[src/hw/rtl/btok_pkg.sv]
// shared types and constants of the byte stream tokenizer
package btok_pkg;

  localparam int unsigned MaxTokenLen = 100;
  localparam int unsigned LenW = $clog2(MaxTokenLen);
  localparam int unsigned KwLen = 4;
  localparam int unsigned MaxRes = 3;

  localparam logic [7:0] KwText [KwLen] = '{8'h65, 8'h78, 8'h69, 8'h74};

  typedef enum logic [2:0] {
    TT_EOI     = 3'd0,
    TT_IDENT   = 3'd1,
    TT_KEYWORD = 3'd2,
    TT_NUMBER  = 3'd3,
    TT_SYMBOL  = 3'd4
  } tok_type_e;

  typedef enum logic [2:0] {
    MODE_IDLE   = 3'b001,
    MODE_IDENT  = 3'b010,
    MODE_NUMBER = 3'b100
  } scan_mode_e;

  typedef struct packed {
    logic       kind;
    logic [7:0] char_value;
    logic [2:0] token_type;
    logic [6:0] token_length;
    logic       last;
  } res_t;

  typedef struct packed {
    res_t [MaxRes-1:0] items;
    logic [1:0]        count;
  } cmd_t;

endpackage

[src/hw/rtl/btok_if.sv]
// handshake channels of the byte stream tokenizer
interface btok_in_if;
  logic       valid;
  logic       ready;
  logic [7:0] char_code;

  modport source (output valid, output char_code, input ready);
  modport sink   (input valid, input char_code, output ready);
endinterface

interface btok_out_if;
  logic       valid;
  logic       ready;
  logic       kind;
  logic [7:0] char_value;
  logic [2:0] token_type;
  logic [6:0] token_length;
  logic       last;

  modport source (output valid, output kind, output char_value, output token_type,
                  output token_length, output last, input ready);
  modport sink   (input valid, input kind, input char_value, input token_type,
                  input token_length, input last, output ready);
endinterface

[src/hw/rtl/btok_front.sv]
// front part: accepts and classifies bytes, keeps scanner state, builds result lists
module btok_front (
  input  logic              clk_i,
  input  logic              rst_ni,
  input  logic              in_valid_i,
  output logic              in_ready_o,
  input  logic [7:0]        char_code_i,
  output logic              cmd_valid_o,
  input  logic              cmd_ready_i,
  output btok_pkg::cmd_t    cmd_o
);

  btok_pkg::scan_mode_e          mode_q, mode_d;
  logic [btok_pkg::LenW-1:0]     len_q, len_d;
  logic [2:0]                    prog_q, prog_d;
  logic                          miss_q, miss_d;

  btok_pkg::res_t [btok_pkg::MaxRes-1:0] res;
  logic [1:0] n;
  logic       is_ws, is_letter, is_digit, extend, do_add, accept;

  function automatic btok_pkg::res_t close_item(btok_pkg::scan_mode_e mode,
                                                logic [2:0] prog, logic miss,
                                                logic [btok_pkg::LenW-1:0] len);
    btok_pkg::res_t r;
    r = '0;
    r.kind = 1'b1;
    if (mode == btok_pkg::MODE_IDENT) begin
      r.token_type = (!miss && prog == 3'd4) ? btok_pkg::TT_KEYWORD : btok_pkg::TT_IDENT;
    end else begin
      r.token_type = btok_pkg::TT_NUMBER;
    end
    r.token_length = 7'(len);
    return r;
  endfunction

  assign is_ws     = (char_code_i == 8'd32) || (char_code_i >= 8'd9 && char_code_i <= 8'd13);
  assign is_letter = (char_code_i >= 8'd65 && char_code_i <= 8'd90) ||
                     (char_code_i >= 8'd97 && char_code_i <= 8'd122);
  assign is_digit  = (char_code_i >= 8'd48 && char_code_i <= 8'd57);
  assign extend    = (mode_q == btok_pkg::MODE_IDENT && (is_letter || is_digit)) ||
                     (mode_q == btok_pkg::MODE_NUMBER && is_digit);

  always_comb begin
    res    = '0;
    n      = 2'd0;
    mode_d = mode_q;
    len_d  = len_q;
    prog_d = prog_q;
    miss_d = miss_q;
    do_add = 1'b0;
    if (extend) begin
      do_add = 1'b1;
    end else begin
      if (mode_q != btok_pkg::MODE_IDLE) begin
        res[n] = close_item(mode_q, prog_q, miss_q, len_q);
        n      = n + 2'd1;
      end
      mode_d = btok_pkg::MODE_IDLE;
      len_d  = '0;
      prog_d = 3'd0;
      miss_d = 1'b0;
      if (is_ws) begin
        do_add = 1'b0;
      end else if (char_code_i == 8'd0) begin
        res[n].kind       = 1'b1;
        res[n].token_type = btok_pkg::TT_EOI;
        n                 = n + 2'd1;
      end else if (is_letter) begin
        mode_d = btok_pkg::MODE_IDENT;
        do_add = 1'b1;
      end else if (is_digit) begin
        mode_d = btok_pkg::MODE_NUMBER;
        do_add = 1'b1;
      end else begin
        res[n].char_value = char_code_i;
        n                 = n + 2'd1;
        res[n].kind         = 1'b1;
        res[n].token_type   = btok_pkg::TT_SYMBOL;
        res[n].token_length = 7'd1;
        n                   = n + 2'd1;
      end
    end
    if (do_add) begin
      if (mode_d == btok_pkg::MODE_IDENT) begin
        if (!miss_d && len_d < btok_pkg::LenW'(btok_pkg::KwLen) &&
            char_code_i == btok_pkg::KwText[len_d[1:0]]) begin
          prog_d = prog_d + 3'd1;
        end else begin
          miss_d = 1'b1;
        end
      end
      len_d             = len_d + btok_pkg::LenW'(1);
      res[n].char_value = char_code_i;
      n                 = n + 2'd1;
      if (len_d >= btok_pkg::LenW'(btok_pkg::MaxTokenLen - 1)) begin
        res[n] = close_item(mode_d, prog_d, miss_d, len_d);
        n      = n + 2'd1;
        mode_d = btok_pkg::MODE_IDLE;
        len_d  = '0;
        prog_d = 3'd0;
        miss_d = 1'b0;
      end
    end
    if (n != 2'd0) begin
      res[n - 2'd1].last = 1'b1;
    end
  end

  assign in_ready_o  = cmd_ready_i;
  assign accept      = in_valid_i && in_ready_o;
  assign cmd_valid_o = in_valid_i && (n != 2'd0);
  assign cmd_o.items = res;
  assign cmd_o.count = n;

  always_ff @(posedge clk_i or negedge rst_ni) begin
    if (!rst_ni) begin
      mode_q <= btok_pkg::MODE_IDLE;
      len_q  <= '0;
      prog_q <= 3'd0;
      miss_q <= 1'b0;
    end else if (accept) begin
      mode_q <= mode_d;
      len_q  <= len_d;
      prog_q <= prog_d;
      miss_q <= miss_d;
    end
  end

endmodule

[src/hw/rtl/btok_back.sv]
// back part: two-entry queue of result lists and result serializer
module btok_back (
  input  logic              clk_i,
  input  logic              rst_ni,
  input  logic              cmd_valid_i,
  output logic              cmd_ready_o,
  input  btok_pkg::cmd_t    cmd_i,
  output logic              out_valid_o,
  input  logic              out_ready_i,
  output btok_pkg::res_t    res_o
);

  btok_pkg::cmd_t queue_q [2];
  logic [1:0]     count_q;
  logic           wr_q, rd_q;
  logic [1:0]     sub_q;
  logic           push, pop, fire;
  btok_pkg::cmd_t head;

  assign head        = queue_q[rd_q];
  assign cmd_ready_o = (count_q != 2'd2);
  assign push        = cmd_valid_i && cmd_ready_o;
  assign out_valid_o = (count_q != 2'd0);
  assign fire        = out_valid_o && out_ready_i;
  assign pop         = fire && (sub_q == head.count - 2'd1);
  assign res_o       = head.items[sub_q];

  always_ff @(posedge clk_i) begin
    if (push) begin
      queue_q[wr_q] <= cmd_i;
    end
  end

  always_ff @(posedge clk_i or negedge rst_ni) begin
    if (!rst_ni) begin
      count_q <= 2'd0;
      wr_q    <= 1'b0;
      rd_q    <= 1'b0;
      sub_q   <= 2'd0;
    end else begin
      if (push) begin
        wr_q <= ~wr_q;
      end
      if (pop) begin
        rd_q  <= ~rd_q;
        sub_q <= 2'd0;
      end else if (fire) begin
        sub_q <= sub_q + 2'd1;
      end
      count_q <= count_q + {1'b0, push} - {1'b0, pop};
    end
  end

endmodule

[src/hw/rtl/byte_stream_tokenizer.sv]
// top level of the byte stream tokenizer
//
// in_i carries one source byte per item (char_code); 0 marks end of input.
// out_o carries result items: token characters (kind 0, char_value) and
// token ends (kind 1, token_type, token_length); last marks the final
// result caused by an input byte. Whitespace gives no result of its own.
// A byte causes zero to three results. The front classifies the byte and
// updates the scanner state in the cycle it is accepted, then hands its
// result list to a two-entry queue, which registers it; the back then shows
// the list's results on out_o in order. The back drains the queue at one
// result per cycle while out_o.ready is high, so throughput is set by the
// result port; a byte that closes a token and then forms a symbol gives
// three results and takes the longest to drain.
// A stalled receiver fills the queue; in_i.ready drops once both entries
// hold pending lists, and nothing is lost or repeated.
// Reset empties the queue and returns the scanner to idle with no open
// token; no clearing pass is needed.
module byte_stream_tokenizer (
  input  logic       clk_i,
  input  logic       rst_ni,
  btok_in_if.sink    in_i,
  btok_out_if.source out_o
);

  logic           cmd_valid, cmd_ready;
  btok_pkg::cmd_t cmd;
  btok_pkg::res_t res;

  btok_front u_front (
    .clk_i       (clk_i),
    .rst_ni      (rst_ni),
    .in_valid_i  (in_i.valid),
    .in_ready_o  (in_i.ready),
    .char_code_i (in_i.char_code),
    .cmd_valid_o (cmd_valid),
    .cmd_ready_i (cmd_ready),
    .cmd_o       (cmd)
  );

  btok_back u_back (
    .clk_i       (clk_i),
    .rst_ni      (rst_ni),
    .cmd_valid_i (cmd_valid),
    .cmd_ready_o (cmd_ready),
    .cmd_i       (cmd),
    .out_valid_o (out_o.valid),
    .out_ready_i (out_o.ready),
    .res_o       (res)
  );

  assign out_o.kind         = res.kind;
  assign out_o.char_value   = res.char_value;
  assign out_o.token_type   = res.token_type;
  assign out_o.token_length = res.token_length;
  assign out_o.last         = res.last;

`ifndef SYNTHESIS
  a_eoi_len: assert property (@(posedge clk_i) disable iff (!rst_ni)
    out_o.valid && out_o.kind && out_o.token_type == btok_pkg::TT_EOI
    |-> out_o.token_length == 7'd0)
    else $error("end of input token with nonzero length");

  a_char_fields: assert property (@(posedge clk_i) disable iff (!rst_ni)
    out_o.valid && !out_o.kind
    |-> out_o.token_type == 3'd0 && out_o.token_length == 7'd0 && out_o.char_value != 8'd0)
    else $error("bad token character item");

  a_symbol_len: assert property (@(posedge clk_i) disable iff (!rst_ni)
    out_o.valid && out_o.kind && out_o.token_type == btok_pkg::TT_SYMBOL
    |-> out_o.token_length == 7'd1 && out_o.last)
    else $error("bad symbol token end");
`endif

endmodule
[src/flat_wrapper.sv]
// flat-port wrapper written by rule: the top's interface ports become plain ports
module byte_stream_tokenizer_flat 
  (clk_i, rst_ni, in_i_valid, in_i_char_code, in_i_ready, out_o_valid, out_o_kind, out_o_char_value, out_o_token_type, out_o_token_length, out_o_last, out_o_ready);
  btok_in_if in_i_i ();
  btok_out_if out_o_i ();
  input  logic clk_i;
  input  logic rst_ni;
  input wire logic [$bits(in_i_i.valid)-1:0] in_i_valid;
  input wire logic [$bits(in_i_i.char_code)-1:0] in_i_char_code;
  output wire logic [$bits(in_i_i.ready)-1:0] in_i_ready;
  output wire logic [$bits(out_o_i.valid)-1:0] out_o_valid;
  output wire logic [$bits(out_o_i.kind)-1:0] out_o_kind;
  output wire logic [$bits(out_o_i.char_value)-1:0] out_o_char_value;
  output wire logic [$bits(out_o_i.token_type)-1:0] out_o_token_type;
  output wire logic [$bits(out_o_i.token_length)-1:0] out_o_token_length;
  output wire logic [$bits(out_o_i.last)-1:0] out_o_last;
  input wire logic [$bits(out_o_i.ready)-1:0] out_o_ready;
  assign in_i_i.valid = in_i_valid;
  assign in_i_i.char_code = in_i_char_code;
  assign in_i_ready = in_i_i.ready;
  assign out_o_valid = out_o_i.valid;
  assign out_o_kind = out_o_i.kind;
  assign out_o_char_value = out_o_i.char_value;
  assign out_o_token_type = out_o_i.token_type;
  assign out_o_token_length = out_o_i.token_length;
  assign out_o_last = out_o_i.last;
  assign out_o_i.ready = out_o_ready;
  byte_stream_tokenizer u_core (.clk_i(clk_i), .rst_ni(rst_ni), .in_i(in_i_i), .out_o(out_o_i));
endmodule
[config.mk]
export PLATFORM = sky130hd
export DESIGN_NAME = byte_stream_tokenizer_flat
export DESIGN_NICKNAME = d
export VERILOG_FILES = /design/src/hw/rtl/btok_pkg.sv /design/src/hw/rtl/btok_if.sv /design/src/hw/rtl/btok_front.sv /design/src/hw/rtl/btok_back.sv /design/src/hw/rtl/byte_stream_tokenizer.sv /design/src/flat_wrapper.sv
export SDC_FILE = /design/constraint.sdc
export NUM_CORES = 1
export LEC_CHECK = 0
export ABC_AREA = 1
export BUFFER_PORTS_ARGS = -buffer_cell sky130_fd_sc_hd__buf_2
export CAP_MARGIN = 10
export CELL_PAD_IN_SITES_DETAIL_PLACEMENT = 0
export CELL_PAD_IN_SITES_GLOBAL_PLACEMENT = 2
export CORE_ASPECT_RATIO = 1.4
export CORE_MARGIN = 3
export CORE_UTILIZATION = 45
export CTS_BUF_LIST = sky130_fd_sc_hd__clkbuf_8
export CTS_CLUSTER_DIAMETER = 200
export DETAILED_ROUTE_END_ITERATION = 8
export GPL_TIMING_DRIVEN = 1
export HOLD_SLACK_MARGIN = 0.08
export PLACE_DENSITY = 0.87
export RECOVER_POWER = 25
export SYNTH_ARGS = -nofsm -noshare
export SYNTH_HDL_FRONTEND = slang
export SYNTH_SLANG_ARGS = --single-unit
[constraint.sdc]
create_clock -name clk_i -period 10.1 [get_ports clk_i]
set_input_delay 0 -clock clk_i [delete_from_list [all_inputs] [get_ports clk_i]]
set_output_delay 0 -clock clk_i [all_outputs]
set_load 0.02 [all_outputs]
---- After elaboration in Yosys (flattened, before gate mapping) ----
Memory sizes are Yosys's and may differ from the RTL's.
Cells that the tools add are included.
storage, ports and cells
  memories ................................ 1
  bits of input ports ..................... 12
  bits in writable memories ............... 124
  bits in registers ....................... 20
  output and inout bits ................... 22
operators by class
  multiplexer cells ....................... 88
  reductions and logical operators ........ 31
  bitwise logic cells ..................... 3
  order comparisons ....................... 22
  $add $sub $neg .......................... 11
  equal/unequal tests ..................... 10
memory list
  memory                 words  width  read ports  clocked after Yosys merged registers in  wr ports  RTL line         RTL
  u_core.u_back.queue_q  2      62     1           0                                        1         btok_back.sv:13  btok_pkg::cmd_t queue_q [2];
operators by type and width
  operator             number
  $bwmux 60            9
  $mux 60              8
  $demux 20 s2         9
  $mux 20              6
  $mux 3               15
  $bmux 20 s2          1
  $mux 19              2
  $mux 2               14
  $mux 8               3
  $mux 11              2
  $mux 7               3
  $logic_and 1x1->1    20
  $lt 2x3->1 const B   6
  $bmux 8 s2           1
  $ge 8x7->1 const B   2
  $le 8x7->1 const B   2
  $mux 1               15
  $add 2x1->2 const B  5
  $ge 2x1->1 const B   5
  $eq 3x3->1 const B   3
  $eq 8x6->1 const B   1
  $eq 8x8->1           1
  $ge 8x4->1 const B   1
  $ge 8x6->1 const B   1
  other kinds (20)     30

---- Depth between registers and ports, before layout ----
Gate-level depths: netlist (run 1).
  depth in word-level cells ............... 27
  mapped depth ............................ 31

---- Cells and area by module ----
Synthesis (run 1) repeated with hierarchy kept, for this count alone.
unflattened totals
  cell total of the unflattened synthesis .. 692
  area total of the unflattened synthesis .. 7076.8 µm²
by module, submodules not included
  module      seq. area each (µm²)  cells an instance  instances  area an instance (µm²)
  btok_back   3873.7                380                1          5067.4
  btok_front  351.6                 312                1          2009.4

---- Worst setup path before layout (run 1) ----
No wires, ideal clock.
  path type ............................... reg2reg
  start point ............................. register u_core.u_front.mode_q[1]
  end point ............................... memory u_core.u_back.queue_q[0][0] (netlist bit), enable pin
  cell stages (with the launch flop) ...... 20
  setup time .............................. 480 ps
  setup slack ............................. 4729 ps
  required time ........................... 9620 ps
  arrival ................................. 4891 ps
  period minus slack after synthesis ...... 5371 ps
  cells stage by stage .................... dfrtp_1 > inv_1 > nand3_1 > o21ai_4 > nand2_2 > buf_6 > nor2_1 > ha_1 > nand2_1 > nor2_2 > nand2_1 > nand2_2 > nand3_4 > nand3_4 > nand2_2 > nand2_1 > nand2_2 > nand3_4 > nand2_4 > nor2_1
between the ends
  cells in the longest elaborated chain, start to end .. 19
  elaborated cells between the ends (all ways) .. 28
  classes of those cells .................. 5 x add/sub; 1 x order compare; 3 x eq/ne; 13 x mux; 6 x reduce/logical
ends and longest elaborated chain
  element                           RTL line                            RTL
  from (decl)                       btok_front.sv:13                    btok_pkg::scan_mode_e mode_q, mode_d;
  from (signal assigned)            btok_front.sv:118                   mode_q <= btok_pkg::MODE_IDLE;
  from (signal assigned)            btok_front.sv:123                   mode_q <= mode_d;
  $ne 3x1->1                        btok_front.sv:55                    if (mode_q != btok_pkg::MODE_IDLE) begin
  $mux 1                            btok_front.sv:55
  $mux 2                            btok_front.sv:52                    if (extend) begin
  $add 2x1->2                       btok_front.sv:68, btok_front.sv:77
  $add 2x1->2                       btok_front.sv:81                    n = n + 2'd1;
  $mux 2                            btok_front.sv:72                    end else if (is_digit) begin
  $mux 2                            btok_front.sv:69                    end else if (is_letter) begin
  $mux 2                            btok_front.sv:65                    end else if (char_code_i == 8'd0) begin
  [... 3 more ...]                  n/a
  $add 2x1->2                       btok_front.sv:98                    n = n + 2'd1;
  $mux 2                            btok_front.sv:96                    if (len_d >= btok_pkg::LenW'(btok_pkg::MaxTokenLen - 1)) begin
  $mux 2 (*)                        btok_front.sv:84                    if (do_add) begin
  $reduce_bool 2->1 (*)             btok_front.sv:112                   assign cmd_valid_o = in_valid_i && (n != 2'd0);
  $logic_and 1x1->1 (*)             btok_front.sv:112
  $logic_and 1x1->1 (*)             btok_back.sv:22                     assign push = cmd_valid_i && cmd_ready_o;
  $mux 1 (*)                        btok_back.sv:29                     if (push) begin
  $mux 1 (not written as such) (*)  btok_back.sv:30                     queue_q[wr_q] <= cmd_i;
  to (decl)                         btok_back.sv:13
Mark *: on every way between the ends. The rest lies on a longest branch, timed or not. The select of a mux whose other input is x is not followed.

---- Worst setup path in the final report (run 1) ----
  start point ............................. input port in_i_char_code[7]
  end point ............................... memory u_core.u_back.queue_q[1][11] (netlist bit), enable pin
between the ends
  cells in the longest elaborated chain, start to end .. 16
  elaborated cells between the ends (all ways) .. 42
  classes of those cells .................. 3 x add/sub; 9 x order compare; 1 x eq/ne; 15 x mux; 14 x reduce/logical
ends and longest elaborated chain
  element                                             RTL line                                              RTL
  from (decl)                                         flat_wrapper.sv:9                                     input wire logic [$bits(in_i_i.char_code)-1:0] in_i_char_code;
  $ge 8x7->1 (tied with other cells)                  btok_front.sv:38                                      assign is_letter = (char_code_i >= 8'd65 && char_code_i <= 8'd90) ||
  $logic_and 1x1->1 (on tied branches)                btok_front.sv:38, btok_front.sv:39, btok_front.sv:40
  $logic_or 1x1->1 / $mux 2 (equally long branches)   btok_front.sv:38, btok_front.sv:72
  $logic_or 1x1->1 / $mux 2 (equally long branches)   btok_front.sv:41, btok_front.sv:69
  $logic_and 1x1->1 / $mux 2 (equally long branches)  btok_front.sv:41, btok_front.sv:65
  $logic_or 1x1->1 / $mux 2 (equally long branches)   btok_front.sv:41, btok_front.sv:63
  $mux 7 / $mux 2 (equally long branches)             btok_front.sv:52
  $add 7x1->7 / $add 2x1->2 (equally long branches)   btok_front.sv:93, btok_front.sv:95
  $ge 7x7->1 / $add 2x1->2 (equally long branches)    btok_front.sv:96, btok_front.sv:98
  $mux 2                                              btok_front.sv:96
  $mux 2 (*)                                          btok_front.sv:84
  $reduce_bool 2->1 (*)                               btok_front.sv:112
  $logic_and 1x1->1 (*)                               btok_front.sv:112
  $logic_and 1x1->1 (*)                               btok_back.sv:22
  $mux 1 (*)                                          btok_back.sv:29
  $mux 1 (not written as such) (*)                    btok_back.sv:30
Mark *: on every way between the ends. The rest lies on a longest branch, timed or not.

==> results of run 1 <==
==> per-layer routing <==
layer  vias to the layer above  GRT usage  routed length (µm)  share of wire
met2                       128      0.323                7960           0.50
met1                      2354      0.244                6890           0.43
met3                        28     0.0401                 691          0.043
met4                         0     0.0827                 435          0.027
li1                       2457          -                   -              -
met5                         -          0                   0              0
==> cells by family after synthesis <==
| kind of cell | synth area share |
|---|---|
| adder cells (fa/ha/maj) | 0.0182 |
| XOR/XNOR | 0.00636 |
| AND/OR/NAND/NOR | 0.198 |
| flip-flops | 0.605 |
| buffers and inverters | 0.0583 |
| AO/OA/AOI/OAI | 0.114 |
| other | 0.000544 |
==> critical path, cell delays in order <==
cell and delay (ns):
dlygate4sd3_1 0.53, clkbuf_1 0.14, inv_1 0.13, nand2_1 0.11, nor2_1 0.17, nand2_1 0.07
nand2_1 0.07, nand2_1 0.06, nand3_1 0.78, nand2_1 0.52, nor2_1 0.22, ha_1 0.22
nand2_1 0.10, inv_1 0.08, nand4_1 0.09, nand2_1 0.11, nand2_1 0.13, nand3_1 0.17
nand3_1 0.62, nand2_1 0.26, inv_2 0.07, nand3_4 0.10, nand2_4 0.08, nor2_4 0.10
buf_4 0.62
==> power breakdown <==
part           internal, W  switching (W)  total (W)
Combinational     0.000231       0.000633   0.000864
Clock             0.000177       0.000229   0.000407
Sequential        0.000839      0.0000446   0.000883
==> worst paths after layout <==
| check | endpoint | cells after the start | from | slack, ns |
|---|---|---|---|---|
| setup / recovery | u_core.u_back.queue_q[1][11] | 25 | in_i_char_code[7] | 4.54 |
| hold / removal | u_core.u_back.sub_q[0] | 6 | out_o_ready | 0.49 |
| setup reg to reg | u_core.u_back.count_q[1] | 15 | u_core.u_back.rd_q | 4.78 |
| hold reg to reg | u_core.u_back.count_q[0] | 1 | u_core.u_back.count_q[0] | 0.53 |
| max in group asynchronous | u_core.u_front.mode_q[1] | 4 | rst_ni | 8.01 |
| min in group asynchronous | u_core.u_front.mode_q[0] | 3 | rst_ni | 0.70 |
==> layout make-up <==
| type | count | share of cell area |
|---|---|---|
| well taps | 189 | 0.0310 |
| multi-input cells | 451 | 0.297 |
| inverters | 75 | 0.0369 |
| repair buffers | 54 | 0.0418 |
| clock inverters | 15 | 0.0167 |
| flip-flops and latches | 142 | 0.546 |
| clock buffers | 17 | 0.0307 |
==> cells in the mapped netlist (5+ instances only) <==
cell type / instances
edfxtp_1: 122
nand2_1: 115
nor2_1: 108
o21ai_0: 97
inv_1: 67
o22ai_1: 25
nand3_1: 23
clkbuf_1: 21
dfrtp_1: 19
nand2_2: 11
ha_1: 10
a21oi_1: 9
inv_2: 7
nand3_4: 7
nor3_1: 7
nor2_2: 6
nand4_1: 5
xor2_1: 5
==> sequential cells by signal (all words and copies together) (netlist names) <==
signal                 cells
u_core.u_front.len_q       7
u_core.u_back.wr_q         1
u_core.u_front.mode_q      3
u_core.u_back.queue_q    122
u_core.u_front.miss_q      1
u_core.u_back.sub_q        2
u_core.u_back.rd_q         1
u_core.u_back.count_q      2
u_core.u_front.prog_q      3
==> stage by stage <==
stage / hold WS (ns) / cell area (µm²) / util / setup WS [ns] / cells
after floorplan: -0.296 / 6890 / - / 4.73 / 695
after global placement: -0.0178 / 7240 / 0.493 / 5.93 / 898
after detailed placement: -0.00318 / 7240 / 0.493 / 5.80 / 898
after CTS: 0.460 / 7730 / 0.526 / 5.71 / 943
after global routing: 0.525 / 7630 / 0.519 / 3.88 / 943
final: 0.490 / 7630 / 0.519 / 4.54 / 943
==> repair_timing <==
item                      CTS  global route
hold endpoints to repair   66             0
setup buffers               0             0
hold buffers               13             0
==> impl_results.md, run 1 <==
- Status: finished, violations left
- Violated checks: capacitance limit, slew limit
- CTS Buf Count: 17
- Filler instances: 1415
- CTS tree: yes
- Pwr Density: 282 mW/mm²
- Total congestion overflow: 0
- ANT nets after route: 0
- RSZ-0062 raised after global routing: false
- Area fraction of the dominant cell type after synthesis: 0.532
- Netlist cell types: 37
- Synth area leader: edfxtp_1
- Final setup vio count: 0
- IO buf count: 33
- Worst Path Arrival: 5.62 ns
- Die area: 0.0169 mm²
- Most frequent cells in the layout: 122 x edfxtp_1, 119 x nand2_1, 109 x nor2_1
- Crit Path Class: in2reg
- Yosys reg bits: 142
- Initial DRT Pass Iterations: 5
- Final period utilization: 0.551
- EDFF count, synth: 122
- Starting density of the core: 0.469
- Sequential-to-total area share from yosys stat: 0.605
- DR iter-0 viols: 335
- Vias in the first global route: 5013
- Final hold violations: 0
- Clock skew: 0.0123 ns
- Die height: 152 µm
- Initial antenna violation count: 0
- Post-synth ARST share: 0.141
- First-pass GRT wire length: 25.6 mm
- DRC violation count after routing: 0
- Overall routing resource usage: 0.193
- Crit path max fanout: 62
- Setup TNS: 0 ns
- Clock Path Buffers: 2
- Crit path required time: 10.16 ns
- DRT Wirelength: 16.0 mm
- Clk_lat worst skew: 0.43 ns
- Clock root cell: clkbuf_8
- Routability cong.: 0.829
- Max Cap Violations: 2
- Vias: 4967
- Syn. warnings: 0
- # resized after CTS: 0
- Predominant post-synthesis flop cell: edfxtp_1
- Reg clk slew, reported paths: 0.08 ns
- FF/Latch Area: 0.00417 mm²
- NumNets Final: 763
- Leakage power: 3.04 nW
- Row count: 52
- Worst IR Drop VDD: 194 µV
- Critical path startpoint category: primary input
- Hpwl dp: 10.7 mm
- Cells after Synth: 694
- CP endpoint kind: flip-flop
- Slew Viols, Final: 126
- Pin count of the biggest net entering global routing: 63
- Vias per std cell: 5.27
- Tightest Pin Transition: 2.69 ns
- Multi-input logic area: 0.00227 mm²
- Average cell area after synthesis: 9.93 µm²
- Commonest non-fill, non-tap cell in the layout: edfxtp_1
- Die Wd: 111 µm
- Core box area: 0.0147 mm²
- Cell Area, Synth: 0.00689 mm²
- DR WL/cell: 16.9 µm
- Clock sinks: 142
- Slew Limit Headroom: -0.796
- F_max: 180 MHz
- Ports: 34
- Area grow syn2layout: 10.8%
- Ant. Diodes: 0
- Htree depth: 4
- Largest cells by area after synthesis: edfxtp_1 53%, o21ai_0 7.0%, dfrtp_1 6.9%, nand2_1 6.3%, nor2_1 5.9%
- Total power: 0.00215 W
- Type of the most critical hold path: in2reg
- Minimum clock period: 5.56 ns
- Share of layout cells above drive strength 1: 0.105
Power figures use the tool's default switching activity.
==> run 2: changes to the inputs <==
CORE_UTILIZATION = 41   (was 45)
PLACE_DENSITY = 0.8   (was 0.87)
clock period = 5.7 ns   (was 10.1 ns; I/O delays follow)
==> run 2 against run 1 <==
Effect of this change:
- the run still ends with capacitance limit, slew limit left
- non-clock buffer count down 2
- critical endpoint is now u_core.u_back.queue_q[1][53]
- utilization down 4.6 points
- flip-flop and latch count unchanged
- largest power group unchanged
- worst setup slack worse by 3.5 ns
==> impl_results.md, run 2 (synthesis gave the netlist of run 1 again) <==
- Clock sinks: 142 (unchanged)
- Fin area: 0.00772 mm² (+1.1%)
- Minimum clock period: 4.62 ns
- Most frequent cells in the layout: 122 x edfxtp_1, 118 x nand2_1, 108 x nor2_1
- Pin count of the biggest net entering global routing: 63 (unchanged)
- Area grow syn2layout: 12.0%
- Hpwl dp: 11.2 mm (+4.8%)
- DR WL/cell: 17.6 µm (+4.1%)
- Top Layer Used: met4
- Die Wd: 116 µm (+4.5%)
- First-pass GRT wire length: 26.5 mm (+3.6%)
- CTS tree: yes
- Commonest non-fill, non-tap cell in the layout: edfxtp_1
- Top Registers: u_core.u_back.queue_q (122), u_core.u_front.len_q (7)
- Hold Slack: 0.448 ns (-0.0422 ns)
- Status: finished, violations left
- Metal3 WL: 715 µm (+3.5%)
- F_max: 217 MHz
- Worst reg2reg path depth: 20 (+5)
- Reg clk slew, reported paths: 0.09 ns (about the same)
- Ant. Diodes: 0 (unchanged)
- Worst IR Drop VDD: 183 µV (-5.7%)
- Setup TNS: 0 ns (unchanged)
- Htree depth: 4 (unchanged)
- Clk_lat worst skew: 0.44 ns (about the same)
- Top reg by flops: u_core.u_back.queue_q
- Violated checks: capacitance limit, slew limit
- Vias: 4967 (unchanged)
- Dpl cell area: 0.00726 mm² (+0.17%)
- DRT Wirelength: 16.8 mm (+5.0%)
- # resized after CTS: 0 (unchanged)
- Slew Limit Headroom: -0.291 (+0.505)
- CP endpoint kind: flip-flop
- Reg2reg start: u_core.u_front.mode_q[2]
- DR iter-0 viols: 321 (-4.2%)
- Worst Path Arrival: 4.69 ns (-0.93 ns)
- Routability cong.: 0.820 (-1.1%)
- Share of layout cells above drive strength 1: 0.128 (+0.0229)
- Row count: 55 (+5.8%)
- Clock Path Buffers: 2 (unchanged)
- Crit path required time: 5.77 ns (-4.39 ns)
- WL met2: 8.48 mm (+6.6%)
- Total congestion overflow: 0 (unchanged)
- NumNets Final: 761 (-0.26%)
- Reg-to-reg slack, setup: 1.39 ns (-3.39 ns)
- Starting density of the core: 0.422 (-0.0461)
- Overall routing resource usage: 0.189 (-0.00432)
- RSZ-0062 raised after global routing: false
- Type of the most critical hold path: in2async
- IO buf count: 33 (unchanged)
- Clock skew: 0.0117 ns (-0.000564 ns)
- Max reg flops: 122 (unchanged)
- Crit Path Class: in2reg
- Total power: 0.00392 W (+82%)
- ANT nets after route: 0 (unchanged)
- Vias per std cell: 5.22 (-0.84%)
- Core box area: 0.0163 mm² (+11%)
- Ports: 34 (unchanged)
- Initial DRT Pass Iterations: 5 (unchanged)
- Crit path max fanout: 62 (unchanged)
- R2r endpoint: u_core.u_back.queue_q[1][53]
- Final hold violations: 0 (unchanged)
- Slew Viols, Final: 45 (-64%)
- Metal-1 WL: 7.22 mm (+4.9%)
- Die area: 0.0184 mm² (+9.3%)
- Leakage power: 3.10 nW (+1.9%)
- DRC violation count after routing: 0 (unchanged)
- Final setup vio count: 0 (unchanged)
- Initial antenna violation count: 0 (unchanged)
- Max Cap Violations: 2 (unchanged)
- Vias in the first global route: 4982 (-0.62%)
- Critical path startpoint category: primary input
- CTS Buf Count: 17 (unchanged)
- Final period utilization: 0.810
- Tightest Pin Transition: 1.94 ns (-0.758 ns)
- Clock root cell: clkbuf_8
- # Post-CTS Setup Buffers: 0 (unchanged)
- Pwr Density: 508 mW/mm² (+80%)
- Die height: 159 µm (+4.6%)
## run 2: cell types whose count changed in the layout (fill, tap and decap cells not counted), moves of 2 or more
cell | previous run | this run
clkinv_2 | 0 | 2
clkinvlp_4 | 5 | 2
clkbuf_1 | 25 | 14
nand3_4 | 3 | 6
inv_8 | 3 | 0
bufinv_16 | 0 | 2
nand3_1 | 27 | 24
dlygate4sd3_1 | 13 | 11
buf_2 | 10 | 20
## run 2: critical path, cell delays in order
cell and delay (ns):
dlygate4sd3_1 0.53, clkbuf_1 0.17, inv_1 0.17, nand2_1 0.13
nor2_1 0.16, nand2_1 0.06, nand2_1 0.06, nand2_1 0.05
nand2_1 0.11, nand3_4 0.27, nand2_1 0.48, nor2_1 0.08
ha_1 0.23, nand2_1 0.11, inv_1 0.06, nand4_1 0.08
nand2_1 0.07, nand2_1 0.16, nand3_1 0.25, nand3_4 0.18
nand2_2 0.07, nand2_1 0.09, nand2_2 0.12, nand3_4 0.12
nand2_4 0.08, nor2_4 0.09, buf_4 0.64
## run 2: worst max path at each step
stage	to	from	cells after the start
final	u_core.u_back.queue_q[1][53]	in_i_char_code[7]	27
after global routing	u_core.u_back.queue_q[1][32]	in_i_char_code[7]	27
after CTS	u_core.u_back.queue_q[1][14]	in_i_char_code[7]	26
after detailed placement	u_core.u_back.queue_q[1][60]	in_i_char_code[7]	25
after global placement	u_core.u_back.queue_q[1][59]	in_i_char_code[7]	25
after floorplan	u_core.u_back.queue_q[0][0]	u_core.u_front.mode_q[1]	19
## run 2: per-stage QoR
step / utilization / instances / setup WS (ns)
3_5_place_dp: 0.445 / 908 / 1.62
3_3_place_gp: 0.445 / 908 / 1.67
2_1_floorplan: - / 695 / 0.329
6_report: 0.473 / 951 / 1.08
5_1_grt: 0.473 / 951 / 0.568
4_1_cts: 0.476 / 951 / 1.53
## run 2: final cells by class
class,instances,area (µm²)
multi-input combinational,451,2310
sequential,142,4170
fill,1554,8590
clock inverter,15,159
timing repair buffer,52,315
clock buffer,17,234
inverter,75,282
tap,199,249
## run 2: where the power goes
part           total [W]  internal (W)  switching (W)
registers        0.00156       0.00149      0.0000772
clock network   0.000800      0.000395       0.000405
logic            0.00155      0.000415        0.00114
## run 2: routing by layer
metal | vias to the layer above | global-route usage
li1 | 2452 | -
met1 | 2379 | 0.245
met2 | 109 | 0.314
met3 | 27 | 0.0403
met4 | 0 | 0.0598
met5 | - | 0
## run 2: repair_timing
action	4_1_cts	5_1_grt
setup endpoints to repair	0	0
hold buffers	11	0
endpoints found under the hold margin	64	0
